**config.mk**
```make
export PLATFORM = sky130hd
export DESIGN_NAME = sorted_insert_priority_queue
export DESIGN_NICKNAME = d
export VERILOG_FILES = /design/src/rtl/sip_pkg.sv /design/src/rtl/sip_cell.sv /design/src/rtl/sorted_insert_priority_queue.sv
export SDC_FILE = /design/constraint.sdc
export NUM_CORES = 1
export LEC_CHECK = 0
export ABC_CLOCK_PERIOD_IN_PS = 7700
export BUFFER_PORTS_ARGS = -buffer_cell sky130_fd_sc_hd__buf_2
export CAP_MARGIN = 0
export CORE_MARGIN = 3
export CORE_UTILIZATION = 50
export DETAILED_ROUTE_END_ITERATION = 16
export PLACE_DENSITY = 0.67
export SLEW_MARGIN = 5
export SYNTH_ARGS = -nofsm -noshare
export SYNTH_HDL_FRONTEND = slang
export SYNTH_SLANG_ARGS = --single-unit
```
**constraint.sdc**
```tcl
create_clock -name aclk -period 7.7 [get_ports aclk]
set_input_delay 1.155 -clock aclk [delete_from_list [all_inputs] [get_ports aclk]]
set_output_delay 1.155 -clock aclk [all_outputs]
set_load 0.02 [all_outputs]
```
**src/rtl/sip_pkg.sv**
```systemverilog
`timescale 1ns / 1ps
// Shared types and codes for the sorted-insert priority queue.
// No dependencies; imported by sip_cell and sorted_insert_priority_queue.
package sip_pkg;

    localparam int ValueWidth    = 32;
    localparam int PriorityWidth = 8;
    localparam int FillWidth     = 4;
    localparam int InDataWidth   = 40;
    localparam int OutDataWidth  = 48;

    typedef enum logic [1:0] {
        OP_IDLE   = 2'd0,
        OP_INSERT = 2'd1,
        OP_REMOVE = 2'd2
    } op_t;

    typedef enum logic [1:0] {
        ST_INSERTED = 2'd0,
        ST_REMOVED  = 2'd1,
        ST_FULL     = 2'd2,
        ST_EMPTY    = 2'd3
    } status_t;

    typedef enum logic {
        ACT_ENQUEUE = 1'b0,
        ACT_DEQUEUE = 1'b1
    } action_t;

    typedef struct packed {
        logic signed [ValueWidth-1:0] value;
        logic [PriorityWidth-1:0]     prio;
    } entry_t;

    typedef struct packed {
        op_t  op;
        logic occupied;
        logic left_stays;
    } cell_ctrl_t;

endpackage

```
**src/rtl/sip_cell.sv**
```systemverilog
`timescale 1ns / 1ps
// One slot of the sorted chain: holds an entry, keeps it, takes the new entry,
// or takes its left or right neighbor's entry. Depends on sip_pkg.
module sip_cell (
    input  logic            aclk,
    input  sip_pkg::cell_ctrl_t ctrl,
    input  sip_pkg::entry_t new_entry,
    input  sip_pkg::entry_t left_entry,
    input  sip_pkg::entry_t right_entry,
    output sip_pkg::entry_t entry,
    output logic            stays
);
    import sip_pkg::*;

    entry_t entry_reg;
    entry_t entry_next;

    // entry at or above the new priority stays in place on insert
    assign stays = ctrl.occupied && (entry_reg.prio >= new_entry.prio);
    assign entry = entry_reg;

    always_comb begin
        entry_next = entry_reg;
        unique case (ctrl.op)
            OP_INSERT: begin
                if (stays) begin
                    entry_next = entry_reg;
                end else if (ctrl.left_stays) begin
                    entry_next = new_entry;
                end else begin
                    entry_next = left_entry;
                end
            end
            OP_REMOVE: entry_next = right_entry;
            default:   entry_next = entry_reg;
        endcase
    end

    always_ff @(posedge aclk) begin
        entry_reg <= entry_next;
    end

endmodule

```
**src/rtl/sorted_insert_priority_queue.sv**
```systemverilog
`timescale 1ns / 1ps
// Sorted-insert priority queue: a row of DEPTH sip_cell slots plus fill count
// and a registered result beat. Depends on sip_pkg and sip_cell.
//
// Takes one beat per cycle while m_tready lets the result register drain: every
// slot compares its priority with the incoming one in parallel and the whole row
// updates together on an enqueue or dequeue; the result beat appears in the cycle after acceptance
// and the input keeps flowing while the result register is drained or empty.
// Equal priorities leave in arrival order. An enqueue into a full queue is
// dropped with status full, a dequeue from an empty queue returns -1 with
// status empty. fill_count carries the low four bits of the entry count.
module sorted_insert_priority_queue #(
    parameter int DEPTH = 8
) (
    input  logic        aclk,
    input  logic        aresetn,
    input  logic        s_tvalid,
    output logic        s_tready,
    input  logic [39:0] s_tdata,   // [31:0] item_value, [39:32] item_priority
    input  logic [0:0]  s_tuser,   // [0] action
    output logic        m_tvalid,
    input  logic        m_tready,
    output logic [47:0] m_tdata,   // [31:0] out_value, [39:32] out_priority,
                                   // [43:40] fill_count, [47:44] zero
    output logic [1:0]  m_tuser    // [1:0] status
);
    import sip_pkg::*;

    localparam int CW = $clog2(DEPTH + 1);

    logic [CW-1:0] count_reg;
    logic [CW-1:0] count_next;
    logic          m_tvalid_reg;
    logic [47:0]   m_tdata_reg;
    logic [1:0]    m_tuser_reg;

    entry_t        new_entry;
    entry_t        cell_entry [DEPTH];
    logic          cell_stays [DEPTH];
    cell_ctrl_t    cell_ctrl  [DEPTH];

    logic          accept;
    logic          full;
    logic          empty;
    op_t           op;
    status_t       status;
    logic signed [ValueWidth-1:0] res_value;
    logic [PriorityWidth-1:0]     res_priority;
    logic [CW+FillWidth-1:0]      count_ext;

    assign new_entry.value = s_tdata[ValueWidth-1:0];
    assign new_entry.prio  = s_tdata[ValueWidth+PriorityWidth-1:ValueWidth];

    assign s_tready = !m_tvalid_reg || m_tready;
    assign accept   = s_tvalid && s_tready;
    assign full     = (count_reg == CW'(DEPTH));
    assign empty    = (count_reg == '0);

    always_comb begin
        op           = OP_IDLE;
        status       = ST_INSERTED;
        res_value    = '0;
        res_priority = '0;
        count_next   = count_reg;
        if (s_tuser[0] == ACT_ENQUEUE) begin
            if (full) begin
                status = ST_FULL;
            end else begin
                status     = ST_INSERTED;
                op         = accept ? OP_INSERT : OP_IDLE;
                count_next = count_reg + CW'(1);
            end
        end else begin
            if (empty) begin
                status    = ST_EMPTY;
                res_value = '1;
            end else begin
                status       = ST_REMOVED;
                op           = accept ? OP_REMOVE : OP_IDLE;
                res_value    = cell_entry[0].value;
                res_priority = cell_entry[0].prio;
                count_next   = count_reg - CW'(1);
            end
        end
    end

    for (genvar i = 0; i < DEPTH; i++) begin : g_cell
        assign cell_ctrl[i].op       = op;
        assign cell_ctrl[i].occupied = (CW'(i) < count_reg);
        if (i == 0) begin : g_first
            assign cell_ctrl[i].left_stays = 1'b1;
        end else begin : g_rest
            assign cell_ctrl[i].left_stays = cell_stays[i-1];
        end

        sip_cell u_cell (
            .aclk        (aclk),
            .ctrl        (cell_ctrl[i]),
            .new_entry   (new_entry),
            .left_entry  (cell_entry[(i == 0) ? 0 : i-1]),
            .right_entry ((i == DEPTH-1) ? new_entry : cell_entry[(i == DEPTH-1) ? i : i+1]),
            .entry       (cell_entry[i]),
            .stays       (cell_stays[i])
        );
    end

    always_ff @(posedge aclk) begin
        if (!aresetn) begin
            count_reg    <= '0;
            m_tvalid_reg <= 1'b0;
        end else begin
            if (accept) begin
                count_reg    <= count_next;
                m_tvalid_reg <= 1'b1;
            end else if (m_tready) begin
                m_tvalid_reg <= 1'b0;
            end
        end
    end

    assign count_ext = {{FillWidth{1'b0}}, count_next};

    always_ff @(posedge aclk) begin
        if (accept) begin
            m_tdata_reg <= {4'b0000, count_ext[FillWidth-1:0], res_priority, res_value};
            m_tuser_reg <= status;
        end
    end

    assign m_tvalid = m_tvalid_reg;
    assign m_tdata  = m_tdata_reg;
    assign m_tuser  = m_tuser_reg;

endmodule

```
==> flow_summary.toml <==
[clocking]
cts_sinks = 371
cts_tree = "done"
numCtsBuffers = 40
cts_setup_buffers = 0
clock_tree.root_cell = "clkbuf_16"
clockBufferDepth = 3
clock_latency_ps = 580
ctsHoldBuffers = 0
clk_pin_slew_ps = 60
cts_resized = 0
htree_levels = 2

[placement]
io_buffer_count = 92
placed_area_sq_mm = 0.0202
hpwlAfterDp_um = 37400
routabilityCongestion = 0.990

[routing]
drtIter0Drc = 2103
drc = 0
vias = 14500
ant_nets = 0
wirelength_um = 57700
via_per_inst = 6.67
routedWlPerCell_um = 26.5
dr.pass1.iters = 6

[die]
dieHeight_um = 204
rows = 72
io_pins = 97
start_util = 0.508
die_area_sq_mm = 0.0418
core-area_sq_mm = 0.0387
die_w_um = 204

[timing]
hold_viol = 0
fmax_mhz = 234
finalSetupViolCount = 0
skew_ps = 23.1
drv_slew = 0
tns_ps = 0
relSlewSlack = 0.217
period_share = 0.554
rsz0062_at_grt = "no"
tightest_slew_ps = 1170
whs_ps = 551
period_needed_ps = 4270

[global_routing]
grt.total_usage = 0.273
antenna_found_initial = 1
overflow = 0
grt_max_degree = 167
grt_pass1_vias = 13800
grt_pass1_wl_um = 87100

[critical_path]
startpoint_type = "primary input"
crit_type = "primary input to register"
cp_cell_sequence = "buf_2 > inv_1 > ha_1 > and2_1 > a221oi_1 > o21ai_4 > buf_4 > and2_2 > o21ai_4 > buf_4"
cp.buffers_inverters = 4
crit_family = "buffers and inverters"
reg2reg_depth = 9
worst_ep_required_time_ps = 7900
critPathCaptureType = "register"
arrival_ps = 4460
cp_max_fo = 41
reg2reg_from = "count_reg[1]"
reg2reg_slack_ps = 3520
worstReg2RegEnd = "g_cell[5].u_cell.entry[0]"
crit_path_max_incr_delay_ps = 550
cp_slowest_cell = "and2_2"

[min_path]
min_to = "g_cell[6].u_cell.entry[30]"
hp-class = "register to register"
min-delay-start = "g_cell[7].u_cell.entry[30]"
holdPathStages = 1

[synthesis]
synth_top_area_frac = 0.558
synth_cells = 1653
synth_common_cells = "edfxtp_1, a221o_1, a21oi_1"
synthFlopType = "edfxtp_1"
async_flop_share = 0
synth_edf_count = 366
seq_area_frac_synth = 0.563
yosysMostFrequentCell = "edfxtp_1"
synth_area_sq_mm = 0.0197
synth_warnings = 0
synth_area_leaders = "edfxtp_1, a221o_1, a21oi_1"
synth_top_cell_by_area = "edfxtp_1"
postSynthAreaPerCell_sq_um = 11.9
synth-seq-cells = 371
synth_cell_types = 53

[final_layout]
area.growth.synth_to_final_pct = 9.30
nets = 1742
insertedDiodeCount = 0
largest_reg_flops = 320
drive_gt1_frac = 0.146
design_area_sq_mm = 0.0215
final_core_util = 0.555

[power_and_ir_drop]
p_per_area_mw_per_mm2 = 293
p_leak_nw = 8.59
ir_worst_vdd_uv = 158

[job]
max-cap-violations = 0

[status]
status = "finished, final reports clean"
-- how the worst max path moves through the flow --
| stage | to | startpoint | depth (start not counted) |
|---|---|---|---|
| 6_report | g_cell[1].u_cell.entry[14] | s_tdata[39] | 10 |
| 5_1_grt | g_cell[5].u_cell.entry[0] | count_reg[0] | 9 |
| 4_1_cts | g_cell[1].u_cell.entry[12] | s_tdata[38] | 10 |
| 3_5_place_dp | g_cell[1].u_cell.entry[21] | s_tdata[38] | 10 |
| 3_3_place_gp | g_cell[0].u_cell.entry[20] | s_tdata[37] | 10 |
| 2_1_floorplan | g_cell[5].u_cell.entry[0] | s_tdata[39] | 9 |
-- worst reg2reg max path, delay by kind of cell, from the launching register on --
kind	cells	cell delay (ps)
simple gates	3	820
compound gates	2	560
flops	1	470
buf+inv	3	1810
fa+ha+maj	1	280
-- stage by stage --
stage | setup slack (ps) | instances | power, W
2_1_floorplan | 1680 | 1656 | 0.00393
3_3_place_gp | 3020 | 2106 | 0.00435
3_5_place_dp | 2960 | 2106 | 0.00439
4_1_cts | 3540 | 2178 | 0.00629
5_1_grt | 3290 | 2178 | 0.00655
6_report | 3430 | 2178 | 0.00630
-- per-layer routing --
layer	global-route usage	wire, um
met5	0	7
met4	0.0723	1270
met3	0.102	8130
met2	0.358	23000
met1	0.420	25300
-- layout by cell type, fill, tap and decap left out, types with 12 or more instances in the layout --
cell / netlist / final
ha_1: 67 / 67
clkbuf_16: 0 / 40
and2_1: 44 / 39
a21oi_1: 204 / 204
nor2_1: 77 / 76
clkinv_1: 1 / 12
buf_2: 63 / 92
and3_1: 48 / 48
a21o_1: 51 / 51
buf_4: 8 / 29
inv_1: 21 / 20
nand2_1: 202 / 201
mux2_4: 40 / 40
o21ai_4: 0 / 12
edfxtp_1: 366 / 366
a221o_1: 240 / 240
-- power breakdown --
group | total [W] | switching [W] | leakage, nW | internal, W
clock network | 0.00190 | 0.000816 | 0.611 | 0.00108
logic | 0.00153 | 0.000960 | 4.46 | 0.000570
registers | 0.00288 | 0.000209 | 3.52 | 0.00267
total | 0.00630 | 0.00198 | 8.59 | 0.00432
-- area by class of cell --
class | count | area (sq um)
clock buffer | 51 | 1060
clock inverter | 21 | 203
fill | 3270 | 17200
inverter | 22 | 82.6
multi-input combinational | 1073 | 7730
sequential | 371 | 11100
tap | 518 | 648
timing repair buffer | 122 | 698
-- cells by family after synthesis --
group	synth area share
AO/OA/AOI/OAI	0.216
XOR/XNOR	0.000890
adder cells (fa/ha/maj)	0.0426
buffers and inverters	0.0530
flip-flops	0.563
multiplexers	0.0315
other	0.000191
AND/OR/NAND/NOR	0.0926
No activity file was read; power rests on OpenSTA's default activity.
